File: src/hw/rtl/psfrl_pkg.sv
package psfrl_pkg;

   localparam int ADDR_W      = 32;
   localparam int TIME_W      = 32;
   localparam int OP_W        = 2;
   localparam int MS_W        = 27;
   localparam int THR_W       = 8;
   localparam int CNT_W       = 8;
   localparam int TRK_W       = 4;
   localparam int BLK_W       = 2;
   localparam int CSR_IDX_W   = 3;
   localparam int CSR_DATA_W  = 27;
   localparam int QUEUE_DEPTH = 2;

   localparam logic [OP_W-1:0] OP_CHECK   = 2'd0;
   localparam logic [OP_W-1:0] OP_FAILURE = 2'd1;
   localparam logic [OP_W-1:0] OP_SUCCESS = 2'd2;

   localparam logic [CSR_IDX_W-1:0] CSR_WINDOW_MS      = 3'd0;
   localparam logic [CSR_IDX_W-1:0] CSR_SHORT_THRESHOLD = 3'd1;
   localparam logic [CSR_IDX_W-1:0] CSR_LONG_THRESHOLD  = 3'd2;
   localparam logic [CSR_IDX_W-1:0] CSR_SHORT_BLOCK_MS  = 3'd3;
   localparam logic [CSR_IDX_W-1:0] CSR_LONG_BLOCK_MS   = 3'd4;

   localparam logic [BLK_W-1:0] BLOCK_NONE  = 2'd0;
   localparam logic [BLK_W-1:0] BLOCK_SHORT = 2'd1;
   localparam logic [BLK_W-1:0] BLOCK_LONG  = 2'd2;

   localparam logic [CNT_W-1:0]  CNT_MAX        = 8'hFF;
   localparam logic [TIME_W-1:0] TIME_MAX_STAMP = 32'hFFFF_FFFF;
   localparam logic [TRK_W-1:0]  TRK_MAX        = 4'd15;

   localparam logic [MS_W-1:0]  RST_WINDOW_MS       = 27'd300000;
   localparam logic [THR_W-1:0] RST_SHORT_THRESHOLD = 8'd5;
   localparam logic [THR_W-1:0] RST_LONG_THRESHOLD  = 8'd10;
   localparam logic [MS_W-1:0]  RST_SHORT_BLOCK_MS  = 27'd60000;
   localparam logic [MS_W-1:0]  RST_LONG_BLOCK_MS   = 27'd300000;

   typedef enum logic [1:0] {
      CMD_NOP,
      CMD_CHECK,
      CMD_FAILURE,
      CMD_SUCCESS
   } cmd_kind_type;

   typedef struct packed {
      cmd_kind_type        kind;
      logic [ADDR_W-1:0]   addr;
      logic [TIME_W-1:0]   now;
   } cmd_type;

   typedef struct packed {
      logic [MS_W-1:0]  window_ms;
      logic [THR_W-1:0] short_threshold;
      logic [THR_W-1:0] long_threshold;
      logic [MS_W-1:0]  short_block_ms;
      logic [MS_W-1:0]  long_block_ms;
   } cfg_type;

endpackage

File: src/hw/rtl/per_source_failure_rate_limiter.sv
// Tracks failed attempts per source address in a table of SLOTS entries and
// answers each transaction with exactly one result, shown on the rsp_ ports
// for a single cycle with rsp_valid high; the receiver cannot stall, so it
// must take every result in that cycle. A start while busy is low is taken
// into a two-entry queue; busy rises only while that queue is full. The
// engine behind the queue runs a check or success for an address with a
// slot through FIND, READ and EXEC, a failure through FIND, READ, EXEC and
// ARM, and a failure for a new address that finds the table full through
// EVICT too, scanning every slot for the oldest last failure. A
// transaction with address zero or an unused op code, or a check or success
// for an address with no slot, ends after FIND. Results come back in order.
// Configuration registers are written through the csr_ port, which is always
// ready, and are to be changed only while no transaction is outstanding.
module per_source_failure_rate_limiter #(
   parameter int SLOTS = 8
) (
   input  logic                                clock,
   input  logic                                reset,
   input  logic                                start,
   output logic                                busy,
   input  logic [psfrl_pkg::OP_W-1:0]          req_op,
   input  logic [psfrl_pkg::ADDR_W-1:0]        req_source_addr,
   input  logic [psfrl_pkg::TIME_W-1:0]        req_now_ms,
   output logic                                rsp_valid,
   output logic                                rsp_allowed,
   output logic [psfrl_pkg::BLK_W-1:0]         rsp_block_set,
   output logic                                rsp_evicted,
   output logic [psfrl_pkg::TRK_W-1:0]         rsp_tracked_count,
   input  logic                                csr_valid,
   output logic                                csr_ready,
   input  logic [psfrl_pkg::CSR_IDX_W-1:0]     csr_index,
   input  logic [psfrl_pkg::CSR_DATA_W-1:0]    csr_data
);

   psfrl_pkg::cfg_type cfg_ff, cfg_in;
   psfrl_pkg::cmd_type push_cmd, head_cmd;
   logic               q_full, q_push, q_pop, head_valid;

   assign csr_ready = 1'b1;

   always_comb begin
      cfg_in = cfg_ff;
      if (csr_valid) begin
         unique case (csr_index)
            psfrl_pkg::CSR_WINDOW_MS: begin
               cfg_in.window_ms = csr_data[psfrl_pkg::MS_W-1:0];
            end
            psfrl_pkg::CSR_SHORT_THRESHOLD: begin
               cfg_in.short_threshold = csr_data[psfrl_pkg::THR_W-1:0];
            end
            psfrl_pkg::CSR_LONG_THRESHOLD: begin
               cfg_in.long_threshold = csr_data[psfrl_pkg::THR_W-1:0];
            end
            psfrl_pkg::CSR_SHORT_BLOCK_MS: begin
               cfg_in.short_block_ms = csr_data[psfrl_pkg::MS_W-1:0];
            end
            psfrl_pkg::CSR_LONG_BLOCK_MS: begin
               cfg_in.long_block_ms = csr_data[psfrl_pkg::MS_W-1:0];
            end
            default: begin
               cfg_in = cfg_ff;
            end
         endcase
      end
   end

   always_ff @(posedge clock) begin
      if (reset) begin
         cfg_ff.window_ms       <= psfrl_pkg::RST_WINDOW_MS;
         cfg_ff.short_threshold <= psfrl_pkg::RST_SHORT_THRESHOLD;
         cfg_ff.long_threshold  <= psfrl_pkg::RST_LONG_THRESHOLD;
         cfg_ff.short_block_ms  <= psfrl_pkg::RST_SHORT_BLOCK_MS;
         cfg_ff.long_block_ms   <= psfrl_pkg::RST_LONG_BLOCK_MS;
      end else begin
         cfg_ff <= cfg_in;
      end
   end

   psfrl_front u_front (
      .start       (start),
      .op          (req_op),
      .source_addr (req_source_addr),
      .now_ms      (req_now_ms),
      .q_full      (q_full),
      .busy        (busy),
      .q_push      (q_push),
      .q_cmd       (push_cmd)
   );

   psfrl_queue u_queue (
      .clock      (clock),
      .reset      (reset),
      .push       (q_push),
      .push_cmd   (push_cmd),
      .pop        (q_pop),
      .full       (q_full),
      .head_valid (head_valid),
      .head_cmd   (head_cmd)
   );

   psfrl_back #(
      .SLOTS (SLOTS)
   ) u_back (
      .clock             (clock),
      .reset             (reset),
      .cfg               (cfg_ff),
      .q_valid           (head_valid),
      .q_cmd             (head_cmd),
      .q_pop             (q_pop),
      .rsp_valid         (rsp_valid),
      .rsp_allowed       (rsp_allowed),
      .rsp_block_set     (rsp_block_set),
      .rsp_evicted       (rsp_evicted),
      .rsp_tracked_count (rsp_tracked_count)
   );

endmodule

File: src/hw/rtl/psfrl_front.sv
module psfrl_front (
   input  logic                           start,
   input  logic [psfrl_pkg::OP_W-1:0]     op,
   input  logic [psfrl_pkg::ADDR_W-1:0]   source_addr,
   input  logic [psfrl_pkg::TIME_W-1:0]   now_ms,
   input  logic                           q_full,
   output logic                           busy,
   output logic                           q_push,
   output psfrl_pkg::cmd_type             q_cmd
);

   logic addr_zero;

   assign addr_zero = (source_addr == '0);
   assign busy      = q_full;
   assign q_push    = start && !q_full;

   // address zero is never tracked, unused codes do nothing
   always_comb begin
      q_cmd.addr = source_addr;
      q_cmd.now  = now_ms;
      unique case (op)
         psfrl_pkg::OP_CHECK: begin
            q_cmd.kind = addr_zero ? psfrl_pkg::CMD_NOP : psfrl_pkg::CMD_CHECK;
         end
         psfrl_pkg::OP_FAILURE: begin
            q_cmd.kind = addr_zero ? psfrl_pkg::CMD_NOP : psfrl_pkg::CMD_FAILURE;
         end
         psfrl_pkg::OP_SUCCESS: begin
            q_cmd.kind = addr_zero ? psfrl_pkg::CMD_NOP : psfrl_pkg::CMD_SUCCESS;
         end
         default: begin
            q_cmd.kind = psfrl_pkg::CMD_NOP;
         end
      endcase
   end

endmodule

File: src/hw/rtl/psfrl_queue.sv
module psfrl_queue (
   input  logic                clock,
   input  logic                reset,
   input  logic                push,
   input  psfrl_pkg::cmd_type  push_cmd,
   input  logic                pop,
   output logic                full,
   output logic                head_valid,
   output psfrl_pkg::cmd_type  head_cmd
);

   localparam int QD  = psfrl_pkg::QUEUE_DEPTH;
   localparam int QAW = (QD > 1) ? $clog2(QD) : 1;
   localparam int QCW = $clog2(QD + 1);

   psfrl_pkg::cmd_type mem_ff [QD];
   logic [QAW-1:0] wr_ptr_ff, wr_ptr_in;
   logic [QAW-1:0] rd_ptr_ff, rd_ptr_in;
   logic [QCW-1:0] count_ff, count_in;
   logic           do_push, do_pop;

   assign full       = (count_ff == QCW'(QD));
   assign head_valid = (count_ff != '0);
   assign head_cmd   = mem_ff[rd_ptr_ff];
   assign do_push    = push && !full;
   assign do_pop     = pop && head_valid;

   always_comb begin
      wr_ptr_in = wr_ptr_ff;
      rd_ptr_in = rd_ptr_ff;
      count_in  = count_ff;
      if (do_push) begin
         wr_ptr_in = (wr_ptr_ff == QAW'(QD - 1)) ? '0 : wr_ptr_ff + 1'b1;
      end
      if (do_pop) begin
         rd_ptr_in = (rd_ptr_ff == QAW'(QD - 1)) ? '0 : rd_ptr_ff + 1'b1;
      end
      if (do_push && !do_pop) begin
         count_in = count_ff + 1'b1;
      end else if (do_pop && !do_push) begin
         count_in = count_ff - 1'b1;
      end
   end

   always_ff @(posedge clock) begin
      if (reset) begin
         wr_ptr_ff <= '0;
         rd_ptr_ff <= '0;
         count_ff  <= '0;
      end else begin
         wr_ptr_ff <= wr_ptr_in;
         rd_ptr_ff <= rd_ptr_in;
         count_ff  <= count_in;
      end
   end

   always_ff @(posedge clock) begin
      if (do_push) begin
         mem_ff[wr_ptr_ff] <= push_cmd;
      end
   end

endmodule

File: src/hw/rtl/psfrl_back.sv
module psfrl_back #(
   parameter int SLOTS = 8
) (
   input  logic                            clock,
   input  logic                            reset,
   input  psfrl_pkg::cfg_type              cfg,
   input  logic                            q_valid,
   input  psfrl_pkg::cmd_type              q_cmd,
   output logic                            q_pop,
   output logic                            rsp_valid,
   output logic                            rsp_allowed,
   output logic [psfrl_pkg::BLK_W-1:0]     rsp_block_set,
   output logic                            rsp_evicted,
   output logic [psfrl_pkg::TRK_W-1:0]     rsp_tracked_count
);

   localparam int IW = (SLOTS > 1) ? $clog2(SLOTS) : 1;
   localparam int CW = $clog2(SLOTS + 1);
   localparam int AW = psfrl_pkg::ADDR_W;
   localparam int TW = psfrl_pkg::TIME_W;
   localparam int NW = psfrl_pkg::CNT_W;

   typedef enum logic [2:0] {
      ST_IDLE,
      ST_FIND,
      ST_EVICT,
      ST_READ,
      ST_EXEC,
      ST_ARM
   } state_type;

   // slot table
   logic [AW-1:0] slot_addr_ff       [SLOTS];
   logic [NW-1:0] slot_fail_count_ff [SLOTS];
   logic [TW-1:0] slot_first_fail_ff [SLOTS];
   logic [TW-1:0] slot_last_fail_ff  [SLOTS];
   logic [TW-1:0] slot_block_until_ff[SLOTS];

   state_type          state_ff, state_in;
   psfrl_pkg::cmd_type cmd_ff, cmd_in;
   logic [IW-1:0]      sel_ff, sel_in;
   logic               hit_ff, hit_in;
   logic               evict_ff, evict_in;
   logic               inc_ff, inc_in;
   logic [IW-1:0]      scan_ff, scan_in;
   logic [IW-1:0]      pick_ff, pick_in;
   logic [TW-1:0]      best_ff, best_in;
   logic [NW-1:0]      cur_cnt_ff, cur_cnt_in;
   logic [TW-1:0]      cur_first_ff, cur_first_in;
   logic [TW-1:0]      cur_bu_ff, cur_bu_in;
   logic [NW-1:0]      ncnt_ff, ncnt_in;
   logic [TW-1:0]      nfirst_ff, nfirst_in;
   logic [CW-1:0]      tracked_ff, tracked_in;
   logic               rsp_valid_ff, rsp_valid_in;
   logic               rsp_allowed_ff, rsp_allowed_in;
   logic [psfrl_pkg::BLK_W-1:0] rsp_block_ff, rsp_block_in;
   logic               rsp_evicted_ff, rsp_evicted_in;
   logic [psfrl_pkg::TRK_W-1:0] rsp_tracked_ff, rsp_tracked_in;

   logic               hit, any_free;
   logic [IW-1:0]      match_idx, free_idx;
   logic               better;
   logic [TW-1:0]      bu_diff, age;
   logic               expired;
   logic [NW-1:0]      c0;

   logic               wr_en;
   logic [IW-1:0]      wr_idx;
   logic [AW-1:0]      wr_addr;
   logic [NW-1:0]      wr_cnt;
   logic [TW-1:0]      wr_first, wr_last, wr_bu;

   function automatic logic [psfrl_pkg::TRK_W-1:0] sat_trk(input logic [CW-1:0] n);
      if (32'(n) > 32'(psfrl_pkg::TRK_MAX)) begin
         return psfrl_pkg::TRK_MAX;
      end
      return psfrl_pkg::TRK_W'(n);
   endfunction

   // lowest matching slot and lowest free slot
   always_comb begin
      hit       = 1'b0;
      any_free  = 1'b0;
      match_idx = '0;
      free_idx  = '0;
      for (int i = SLOTS - 1; i >= 0; i--) begin
         if (slot_fail_count_ff[i] != '0 && slot_addr_ff[i] == cmd_ff.addr) begin
            hit       = 1'b1;
            match_idx = IW'(i);
         end
         if (slot_fail_count_ff[i] == '0) begin
            any_free = 1'b1;
            free_idx = IW'(i);
         end
      end
   end

   assign better  = (slot_last_fail_ff[scan_ff] < best_ff);
   assign bu_diff = cmd_ff.now - cur_bu_ff;
   assign age     = cmd_ff.now - cur_first_ff;
   assign expired = (cur_cnt_ff != '0) && (age > TW'(cfg.window_ms));
   assign c0      = expired ? '0 : cur_cnt_ff;

   always_comb begin
      state_in       = state_ff;
      cmd_in         = cmd_ff;
      sel_in         = sel_ff;
      hit_in         = hit_ff;
      evict_in       = evict_ff;
      inc_in         = inc_ff;
      scan_in        = scan_ff;
      pick_in        = pick_ff;
      best_in        = best_ff;
      cur_cnt_in     = cur_cnt_ff;
      cur_first_in   = cur_first_ff;
      cur_bu_in      = cur_bu_ff;
      ncnt_in        = ncnt_ff;
      nfirst_in      = nfirst_ff;
      tracked_in     = tracked_ff;
      rsp_valid_in   = 1'b0;
      rsp_allowed_in = 1'b1;
      rsp_block_in   = psfrl_pkg::BLOCK_NONE;
      rsp_evicted_in = 1'b0;
      rsp_tracked_in = rsp_tracked_ff;
      q_pop          = 1'b0;
      wr_en          = 1'b0;
      wr_idx         = sel_ff;
      wr_addr        = cmd_ff.addr;
      wr_cnt         = '0;
      wr_first       = '0;
      wr_last        = '0;
      wr_bu          = '0;

      unique case (state_ff)
         ST_IDLE: begin
            if (q_valid) begin
               q_pop    = 1'b1;
               cmd_in   = q_cmd;
               state_in = ST_FIND;
            end
         end
         ST_FIND: begin
            hit_in   = hit;
            evict_in = 1'b0;
            inc_in   = 1'b0;
            sel_in   = hit ? match_idx : free_idx;
            if (cmd_ff.kind == psfrl_pkg::CMD_FAILURE) begin
               if (hit || any_free) begin
                  inc_in   = !hit;
                  state_in = ST_READ;
               end else begin
                  scan_in  = '0;
                  pick_in  = '0;
                  best_in  = psfrl_pkg::TIME_MAX_STAMP;
                  state_in = ST_EVICT;
               end
            end else if (cmd_ff.kind != psfrl_pkg::CMD_NOP && hit) begin
               state_in = ST_READ;
            end else begin
               rsp_valid_in   = 1'b1;
               rsp_tracked_in = sat_trk(tracked_ff);
               state_in       = ST_IDLE;
            end
         end
         ST_EVICT: begin
            if (better) begin
               best_in = slot_last_fail_ff[scan_ff];
               pick_in = scan_ff;
            end
            if (scan_ff == IW'(SLOTS - 1)) begin
               sel_in   = better ? scan_ff : pick_ff;
               evict_in = 1'b1;
               state_in = ST_READ;
            end else begin
               scan_in = scan_ff + 1'b1;
            end
         end
         ST_READ: begin
            if (hit_ff) begin
               cur_cnt_in   = slot_fail_count_ff[sel_ff];
               cur_first_in = slot_first_fail_ff[sel_ff];
               cur_bu_in    = slot_block_until_ff[sel_ff];
            end else begin
               cur_cnt_in   = '0;
               cur_first_in = '0;
               cur_bu_in    = '0;
            end
            state_in = ST_EXEC;
         end
         ST_EXEC: begin
            case (cmd_ff.kind)
               psfrl_pkg::CMD_FAILURE: begin
                  nfirst_in = (c0 == '0) ? cmd_ff.now : cur_first_ff;
                  ncnt_in   = (c0 == psfrl_pkg::CNT_MAX) ? psfrl_pkg::CNT_MAX : c0 + 1'b1;
                  state_in  = ST_ARM;
               end
               psfrl_pkg::CMD_SUCCESS: begin
                  wr_en          = 1'b1;
                  wr_addr        = '0;
                  tracked_in     = tracked_ff - 1'b1;
                  rsp_valid_in   = 1'b1;
                  rsp_tracked_in = sat_trk(tracked_in);
                  state_in       = ST_IDLE;
               end
               default: begin
                  if (cur_bu_ff != '0 && bu_diff[TW-1]) begin
                     rsp_allowed_in = 1'b0;
                  end else if (cur_bu_ff != '0 || expired) begin
                     wr_en      = 1'b1;
                     tracked_in = tracked_ff - 1'b1;
                  end
                  rsp_valid_in   = 1'b1;
                  rsp_tracked_in = sat_trk(tracked_in);
                  state_in       = ST_IDLE;
               end
            endcase
         end
         ST_ARM: begin
            wr_en    = 1'b1;
            wr_cnt   = ncnt_ff;
            wr_first = nfirst_ff;
            wr_last  = cmd_ff.now;
            wr_bu    = cur_bu_ff;
            if (ncnt_ff >= cfg.long_threshold) begin
               wr_bu        = cmd_ff.now + TW'(cfg.long_block_ms);
               rsp_block_in = psfrl_pkg::BLOCK_LONG;
            end else if (ncnt_ff >= cfg.short_threshold) begin
               wr_bu        = cmd_ff.now + TW'(cfg.short_block_ms);
               rsp_block_in = psfrl_pkg::BLOCK_SHORT;
            end
            if (inc_ff) begin
               tracked_in = tracked_ff + 1'b1;
            end
            rsp_valid_in   = 1'b1;
            rsp_evicted_in = evict_ff;
            rsp_tracked_in = sat_trk(tracked_in);
            state_in       = ST_IDLE;
         end
         default: begin
            state_in = ST_IDLE;
         end
      endcase
   end

   always_ff @(posedge clock) begin
      if (reset) begin
         state_ff       <= ST_IDLE;
         tracked_ff     <= '0;
         rsp_valid_ff   <= 1'b0;
         rsp_allowed_ff <= 1'b1;
         rsp_block_ff   <= psfrl_pkg::BLOCK_NONE;
         rsp_evicted_ff <= 1'b0;
         rsp_tracked_ff <= '0;
      end else begin
         state_ff       <= state_in;
         tracked_ff     <= tracked_in;
         rsp_valid_ff   <= rsp_valid_in;
         rsp_allowed_ff <= rsp_allowed_in;
         rsp_block_ff   <= rsp_block_in;
         rsp_evicted_ff <= rsp_evicted_in;
         rsp_tracked_ff <= rsp_tracked_in;
      end
      cmd_ff       <= cmd_in;
      sel_ff       <= sel_in;
      hit_ff       <= hit_in;
      evict_ff     <= evict_in;
      inc_ff       <= inc_in;
      scan_ff      <= scan_in;
      pick_ff      <= pick_in;
      best_ff      <= best_in;
      cur_cnt_ff   <= cur_cnt_in;
      cur_first_ff <= cur_first_in;
      cur_bu_ff    <= cur_bu_in;
      ncnt_ff      <= ncnt_in;
      nfirst_ff    <= nfirst_in;
   end

   // a zero failure count marks a free slot
   always_ff @(posedge clock) begin
      for (int i = 0; i < SLOTS; i++) begin
         if (reset) begin
            slot_fail_count_ff[i] <= '0;
         end else if (wr_en && wr_idx == IW'(i)) begin
            slot_fail_count_ff[i] <= wr_cnt;
         end
      end
   end

   always_ff @(posedge clock) begin
      if (wr_en) begin
         slot_addr_ff[wr_idx]        <= wr_addr;
         slot_first_fail_ff[wr_idx]  <= wr_first;
         slot_last_fail_ff[wr_idx]   <= wr_last;
         slot_block_until_ff[wr_idx] <= wr_bu;
      end
   end

   assign rsp_valid         = rsp_valid_ff;
   assign rsp_allowed       = rsp_allowed_ff;
   assign rsp_block_set     = rsp_block_ff;
   assign rsp_evicted       = rsp_evicted_ff;
   assign rsp_tracked_count = rsp_tracked_ff;

endmodule
File: config.mk
export PLATFORM = sky130hd
export DESIGN_NAME = per_source_failure_rate_limiter
export DESIGN_NICKNAME = d
export VERILOG_FILES = /design/src/hw/rtl/psfrl_pkg.sv /design/src/hw/rtl/per_source_failure_rate_limiter.sv /design/src/hw/rtl/psfrl_front.sv /design/src/hw/rtl/psfrl_queue.sv /design/src/hw/rtl/psfrl_back.sv
export SDC_FILE = /design/constraint.sdc
export NUM_CORES = 2
export LEC_CHECK = 0
export ABC_AREA = 1
export BUFFER_PORTS_ARGS = -buffer_cell sky130_fd_sc_hd__buf_4
export CAP_MARGIN = 10
export CORE_ASPECT_RATIO = 1.5
export CORE_MARGIN = 2
export CORE_UTILIZATION = 30
export CTS_BUF_LIST = sky130_fd_sc_hd__clkbuf_4 sky130_fd_sc_hd__clkbuf_8
export CTS_CLUSTER_SIZE = 12
export DETAILED_ROUTE_END_ITERATION = 8
export PLACE_DENSITY = 0.5
export SYNTH_ARGS = -nofsm -noshare
export SYNTH_HDL_FRONTEND = slang
export SYNTH_HIERARCHICAL = 1
export SYNTH_SLANG_ARGS = --single-unit
export TNS_END_PERCENT = 5
File: constraint.sdc
create_clock -name clock -period 9.7 [get_ports clock]
set_input_delay 0.97 -clock clock [delete_from_list [all_inputs] [get_ports clock]]
set_output_delay 0.97 -clock clock [all_outputs]
set_load 0.005 [all_outputs]
After elaboration in Yosys (flattened, before gate mapping):

Memories as Yosys holds them, arrays and structs flattened. A register that Yosys moved wholly into a read port is not among the register bits.
Index checks and enable logic that the tools add are counted.

* $add $sub $neg: 12
* multiplexer cells: 132
* reductions and logical operators: 81
* bitwise operators: 10
* equality and inequality tests: 40
* magnitude comparators: 4

Operators by type and width (number)
* $mux 32: 11
* $eq 32x32->1: 8
* $mux 3: 27
* $mux 8: 10
* $logic_not 8->1: 9
* $reduce_bool 8->1: 9
* $add 32x27->32: 2
* $pmux 32 s2: 1
* $sub 32x32->32: 2
* $mux 1: 60
* $gt 32x27->1: 1
* $logic_not 32->1: 1
* $lt 32x32->1: 1
* $reduce_bool 32->1: 1
* $eq 3x3->1 const B: 8
* $logic_and 1x1->1: 24
* $reduce_and 2->1: 11
* $mux 4: 5
* $eq 3x2->1 const B: 6
* $pmux 3 s2: 3
* $ge 8x8->1: 2
* $pmux 4 s2: 2
* $pmux 3 s5: 1
* $mux 2: 6
* other kinds (30): 68

* bits in registers: 201
* memories kept: 6
* input bits: 100
* output and inout port bits: 11
* logic and storage cells: 310
* RAM bits: 1220

Memories
* u_back.slot_addr_ff: depth 8, bits a word 32, read ports 8, clocked after Yosys merged registers in 0, wr ports 1, line psfrl_back.sv:33 `logic [AW-1:0] slot_addr_ff [SLOTS];`
* u_back.slot_block_until_ff: depth 8, bits a word 32, read ports 1, clocked after Yosys merged registers in 1, wr ports 1, line psfrl_back.sv:37 `logic [TW-1:0] slot_block_until_ff[SLOTS];`
* u_back.slot_first_fail_ff: depth 8, bits a word 32, read ports 1, clocked after Yosys merged registers in 1, wr ports 1, line psfrl_back.sv:35 `logic [TW-1:0] slot_first_fail_ff [SLOTS];`
* u_back.slot_last_fail_ff: depth 8, bits a word 32, read ports 1, clocked after Yosys merged registers in 1, wr ports 1, line psfrl_back.sv:36 `logic [TW-1:0] slot_last_fail_ff [SLOTS];`
* u_queue.mem_ff: depth 2, bits a word 66, read ports 1, clocked after Yosys merged registers in 1, wr ports 1, line psfrl_queue.sv:16 `psfrl_pkg::cmd_type mem_ff [QD];`
* u_back.slot_fail_count_ff: depth 8, bits a word 8, read ports 9, clocked after Yosys merged registers in 1, wr ports 8, line psfrl_back.sv:34 `logic [NW-1:0] slot_fail_count_ff [SLOTS];`

Depth between registers and ports, before layout:

An unclocked memory read counts as a cell.

* depth in word-level cells: 16
* depth in mapped cells: 35
* depth with buffers taken out: 35

By module:

Netlist, hierarchy kept.

By module, submodules not included
* psfrl_back: cells an instance 5364, area each 61342.6 um2, instances 1, seq. area each 39718.1 um2
* psfrl_queue: cells an instance 242, area each 5163.7 um2, instances 1, seq. area each 4063.9 um2
* per_source_failure_rate_limiter: cells an instance 541, area each 3784.9 um2, instances 1, seq. area each 1941.9 um2
* psfrl_front: cells an instance 101, area each 630.6 um2, instances 1, seq. area each 0.0 um2

Worst setup path before layout:

OpenSTA, ideal clock, no wires.

* kind: reg2reg
* from: register u_back/cmd_ff[0] (netlist name)
* to: memory u_back/slot_addr_ff[0][0] (netlist name), enable pin
* arrival time: 6.277 ns
* buffers on the path: 1
* data required time: 9.219 ns
* stages on the path, launching flop included: 36
* library setup time: 0.481 ns
* clock period less this slack: 6.758 ns
* path slack: 2.942 ns
* path through: edfxtp_1 > inv_1 > ha_1 > inv_1 > fa_1 > nand3_1 > nand2_1 > nand2_1 > nand2_1 > nand2_1 > nand2_1 > a31oi_1 > o21ai_0 > xor2_1 > ha_1 > nand2_1 > nor2_1 > nand2_1 > nor2_1 > nand2_1 > nand3_1 > nand2_1 > nand2_1 > nand2_1 > nand2_1 > nand2_1 > nand3_4 > nand2_4 > nand2_2 > nand2_2 > nand3_2 > nand2_2 > inv_4 > buf_6 > nand2_1 > inv_1

* longest elaborated chain between the ends: 10
* elaborated cells on any way between the ends: 12
* classes of those cells: add/sub: 2; order compare: 1; mux: 6; reduce/logical: 3

Ends and longest elaborated chain
* start: declaration: line psfrl_back.sv:40 `psfrl_pkg::cmd_type cmd_ff, cmd_in;`
* start signal: assignment: line psfrl_back.sv:263 `cmd_ff <= cmd_in;`
* $sub 32x32->32: line psfrl_back.sv:100 `assign age = cmd_ff.now - cur_first_ff;`
* $gt 32x27->1: line psfrl_back.sv:101 `assign expired = (cur_cnt_ff != '0) && (age > TW'(cfg.window_ms));`
* $logic_and 1x1->1: line psfrl_back.sv:101
* $logic_or 1x1->1: line psfrl_back.sv:208 `end else if (cur_bu_ff != '0 || expired) begin`
* $mux 1: line psfrl_back.sv:208
* $mux 1 (*): line psfrl_back.sv:206 `if (cur_bu_ff != '0 && bu_diff[TW-1]) begin`
* $pmux 1 s2 (*): line psfrl_back.sv:191 `case (cmd_ff.kind)`
* $pmux 1 s2 (*): line psfrl_back.sv:134 `unique case (state_ff)`
* $mux 1 (*): line psfrl_back.sv:290 `if (wr_en) begin`
* $mux 1 (implied by the code) (*): line psfrl_back.sv:291 `slot_addr_ff[wr_idx] <= wr_addr;`
* end: declaration: line psfrl_back.sv:33

Every way passes the cells marked *; elsewhere a longest branch is shown, timed or not.

Worst setup path after layout:

* from: register u_back/cmd_ff[0] (netlist name)
* to: memory u_back/slot_block_until_ff[2][10] (netlist name), enable pin

* longest elaborated chain between the ends: 10
* elaborated cells on any way between the ends: 12
* classes of those cells: add/sub: 2; order compare: 1; mux: 6; reduce/logical: 3

Ends and longest elaborated chain
* $sub 32x32->32: line psfrl_back.sv:100
* $gt 32x27->1: line psfrl_back.sv:101
* $logic_and 1x1->1: line psfrl_back.sv:101
* $logic_or 1x1->1: line psfrl_back.sv:208
* $mux 1: line psfrl_back.sv:208
* $mux 1 (*): line psfrl_back.sv:206
* $pmux 1 s2 (*): line psfrl_back.sv:191
* $pmux 1 s2 (*): line psfrl_back.sv:134
* $mux 1 (*): line psfrl_back.sv:290
* $mux 1 (implied by the code) (*): line psfrl_back.sv:294 `slot_block_until_ff[wr_idx] <= wr_bu;`
* end: declaration: line psfrl_back.sv:37

Marked as above.

==> flow_metrics.py <==
metrics = {
    "status": {
        "status": "finished clean",
    },
    "floorplanning": {
        "fp.dieH_um": 599.5,
        "initial_core_util_pct": 30.16,
        "die_x_um": 401.0,
        "num_rows": 218,
        "num_io_pins": 111,
        "die-area_um2": 240400,
        "coreArea_um2": 235100,
    },
    "yosys": {
        "synth_top_area_share_pct": 61.06,
        "synth_fa_ha_area_share_pct": 3.543,
        "synth_top_family_by_area": "simple AND/OR/NAND/NOR gates",
        "synth_top_area_cell": "edfxtp_1",
        "synth_xor_area_share_pct": 3.445,
        "syn_nets": 6547,
        "synthSimpleGateAreaFrac_pct": 14.18,
        "synth-edff-count": 1442,
        "ys_ff_latch": 1563,
        "synth_compound_area_share_pct": 8.218,
        "synthArstFlopShare_pct": 0,
        "netlist_instances": 6248,
        "synth_flop_cell": "edfxtp_1",
        "ys_top_cells_by_area": "edfxtp_1 61%, nand2_1 5.9%, nor2_1 3.7%",
        "synth_area_um2": 70920,
        "muxShareOfSynthArea_pct": 1.260,
        "syn_avg_cell_area_um2": 11.35,
        "ys_warn_count": 6,
        "seq_area_frac_synth_pct": 64.47,
        "synth_cell_types": 63,
    },
    "cells_and_area": {
        "multi_input_area_um2": 21850,
        "regArea_um2": 45730,
        "final_util_pct": 34.16,
        "area_growth_pct": 13.23,
        "finish.instance_area_um2": 80310,
        "drive_gt1_share_pct": 12.27,
        "fin_nets": 6731,
        "fillerInstances": 23567,
    },
    "pwr": {
        "switching_share_pct": 37.65,
        "power_frac_clock_pct": 28.2,
        "power_frac_comb_pct": 31.3,
        "peakVddDrop_mv": 0.3066,
        "power.density_nw_per_um2": 266.9,
        "p_seq_share_pct": 40.5,
        "p_leak_nw": 28.13,
        "p_int_w": 0.01336,
        "p_switching_w": 0.008069,
    },
    "global_route": {
        "grtUsageTotal_pct": 19.43,
        "grt_pass1_vias": 49541,
        "gr-total-overflow": 0,
        "antenna_found_initial": 7,
        "grt_pass1_wl_um": 341300,
        "grt_max_degree": 98,
    },
    "sta": {
        "worst_slack_ps": 3089,
        "rsz0062_at_grt": "false",
        "tns_ps": 0,
        "max_slew.worst_pin.slew_ps": 1363,
        "finalCritPeriodShare_pct": 68.15,
        "final_hold_viol_count": 0,
        "skew_ps": 91.30,
        "period_minus_slack_ps": 6611,
        "relSlewSlack_pct": 8.794,
        "slew_violations": 0,
        "setup_viol": 0,
        "fmax_mhz": 151.3,
    },
    "cts": {
        "insertion_delay_ps": 1030,
        "cts_setup_buffers": 0,
        "ctsHoldBuffers": 0,
        "clk_pin_slew_ps": 70,
        "htreeDepth": 5,
        "clockBufferDepth": 4,
        "cts_resized": 0,
        "clock_sinks": 1563,
        "cts_root_buf": "clkbuf_8",
        "cts_buffers": 277,
        "cts_tree": "yes",
    },
    "placed_design": {
        "gp_congestion": 0.9250,
        "port_buffers": 109,
        "placed_area_um2": 75000,
        "hpwl_um": 164600,
        "place_ws_ps": 3072,
    },
    "critical_path": {
        "cp-start-kind": "flop",
        "critPathCaptureType": "flop",
        "required_ps": 10280,
        "path_max_fanout": 66,
        "critPathArrivalTime_ps": 7190,
        "cp_slowest_cell": "buf_4",
        "max_stage_delay_ps": 660,
        "path_common_cell": "nand2_1",
        "critical_path_class": "flop to flop",
    },
    "drt": {
        "drtAntennaViolNets": 0,
        "drt_pre_antenna_iters": 7,
        "routed-via-count": 48878,
        "viasPerCell": 5.038,
        "wl_per_cell_um": 24.63,
        "drt_wl_total_um": 239000,
        "drtIter0Drc": 3984,
        "drcViolationCount": 0,
    },
    "worst_hold_path": {
        "hp-class": "input pin to flop",
    },
    "flow_run": {
        "cap_viol_max_count": 0,
    },
}
-- state kept, by name, summed over array words and instances (netlist names), 2 cells and up, named ones only --
name                        cells
u_back/nfirst_ff               32
u_queue/count_ff                2
u_back/sel_ff                   3
u_queue/mem_ff                132
u_back/slot_first_fail_ff     256
u_back/cur_cnt_ff               8
u_back/ncnt_ff                  8
u_back/best_ff                 32
u_back/state_ff                 3
u_back/cur_bu_ff               32
u_back/cur_first_ff            32
u_back/cmd_ff                  66
cfg_ff                         97
u_back/rsp_tracked_count        4
u_back/pick_ff                  3
u_back/slot_addr_ff           256
u_back/rsp_block_set            2
u_back/scan_ff                  3
u_back/slot_block_until_ff    256
u_back/slot_fail_count_ff      64
u_back/tracked_ff               4
u_back/slot_last_fail_ff      256
-- layer usage --
| layer | vias to the layer above | part of all wire, % | global-route usage [%] | wire, µm |
|---|---|---|---|---|
| li1 | 22354 | - | - | - |
| met1 | 24416 | 39 | 22.28 | 92170 |
| met2 | 1655 | 52 | 35.29 | 123100 |
| met3 | 453 | 5.1 | 3.138 | 12260 |
| met4 | 0 | 4.8 | 8.972 | 11450 |
| met5 | - | 0 | 0 | 0 |
-- worst max-delay path: cells and delay by family, from the launching register on --
family / cells / cell delay (ps)
simple gates: 24 / 2490
buf+inv: 5 / 1740
compound gates: 2 / 390
xor+xnor: 1 / 180
fa+ha+maj: 3 / 850
flops: 1 / 420
-- metrics by stage --
stage	hold WS (ps)	power, W	cells
after floorplan	435.4	0.01259	6248
after global placement	462.1	0.01553	9229
after detailed placement	457.5	0.01553	9231
after CTS	23.42	0.02162	9695
after global routing	44.44	0.02246	9698
final	134.8	0.02143	9701
-- kinds of logic after synthesis --
| group | after synthesis |
|---|---|
| simple gates | 2372 |
| flops | 1563 |
| compound gates | 946 |
| buf+inv | 822 |
| xor+xnor | 279 |
| fa+ha+maj | 199 |
| mux | 66 |
| other cells | 1 |
-- layout make-up --
type / count / share of cell area (%)
Clock inverter: 100 / 0.9021
Antenna cell: 4 / 0.01246
Tap cell: 3080 / 4.799
Inverter: 514 / 2.466
Clock buffer: 364 / 5.670
Timing Repair Buffer: 213 / 2.000
Sequential cell: 1563 / 56.95
Multi-Input combinational cell: 3863 / 27.20
-- Yosys cell counts, types with 4 or more instances --
| cell type | count |
|---|---|
| nand2_2 | 6 |
| xnor2_1 | 193 |
| o21bai_1 | 13 |
| xor2_1 | 86 |
| a21boi_1 | 4 |
| nor2_2 | 5 |
| nand3b_1 | 12 |
| o22ai_1 | 64 |
| nor4b_1 | 4 |
| a21o_1 | 10 |
| o211ai_1 | 20 |
| o2111ai_1 | 4 |
| edfxtp_1 | 1442 |
| a41oi_1 | 44 |
| clkbuf_1 | 163 |
| inv_2 | 13 |
| buf_4 | 69 |
| nand4_1 | 108 |
| a22oi_1 | 156 |
| inv_1 | 497 |
| a31oi_1 | 21 |
| buf_1 | 18 |
| nand3_2 | 8 |
| a21oi_1 | 189 |
| and3_1 | 5 |
| nand2_1 | 1110 |
| a211oi_1 | 58 |
| buf_6 | 6 |
| a221oi_1 | 24 |
| buf_2 | 52 |
| nand3_1 | 263 |
| o21ai_0 | 317 |
| ha_1 | 196 |
| dfxtp_1 | 121 |
| mux2_2 | 26 |
| nor2_4 | 4 |
| or2_2 | 41 |
| nor2_1 | 704 |
| nor3b_1 | 12 |
| nor3_1 | 37 |
| nor4_1 | 42 |
| mux2_4 | 40 |
| o21a_1 | 8 |
-- layout by cell type (no fill, tap or decap), types with 75 or more instances in the layout --
master | Yosys | routed
edfxtp_1 | 1442 | 1442
nand2_1 | 1110 | 1110
nor2_1 | 704 | 691
inv_1 | 497 | 485
o21ai_0 | 317 | 317
clkbuf_8 | 0 | 291
nand3_1 | 263 | 263
buf_4 | 69 | 209
ha_1 | 196 | 196
xnor2_1 | 193 | 193
a21oi_1 | 189 | 188
a22oi_1 | 156 | 156
dfxtp_1 | 121 | 118
nand4_1 | 108 | 108
xor2_1 | 86 | 86
clkbuf_4 | 0 | 75
-- path summary, 6_finish.rpt --
path / cells after the start / to / slack [ps] / startpoint
max: 35 / u_back/slot_block_until_ff[2][10]$_DFFE_PP_ / 3090 / u_back/cmd_ff[0]$_DFFE_PP_
min: 1 / u_queue/mem_ff[1][25]$_DFFE_PP_ / 130 / req_now_ms[25]
max reg2reg: 35 / u_back/slot_block_until_ff[2][10]$_DFFE_PP_ / 3090 / u_back/cmd_ff[0]$_DFFE_PP_
min reg2reg: 2 / cfg_ff[55]$_SDFFE_PP1P_ / 470 / cfg_ff[55]$_SDFFE_PP1P_
-- power by group through the flow --
| stage | Combinational (W) | Clock [W] | Sequential, W |
|---|---|---|---|
| floorplan | 0.00431 | 0 | 0.00829 |
| global placement | 0.00672 | 0 | 0.00881 |
| detailed placement | 0.00671 | 0 | 0.00882 |
| CTS | 0.00674 | 0.00620 | 0.00868 |
| global route | 0.00729 | 0.00648 | 0.00869 |
| finish | 0.00671 | 0.00604 | 0.00868 |
(Power assumes the default switching activity.)
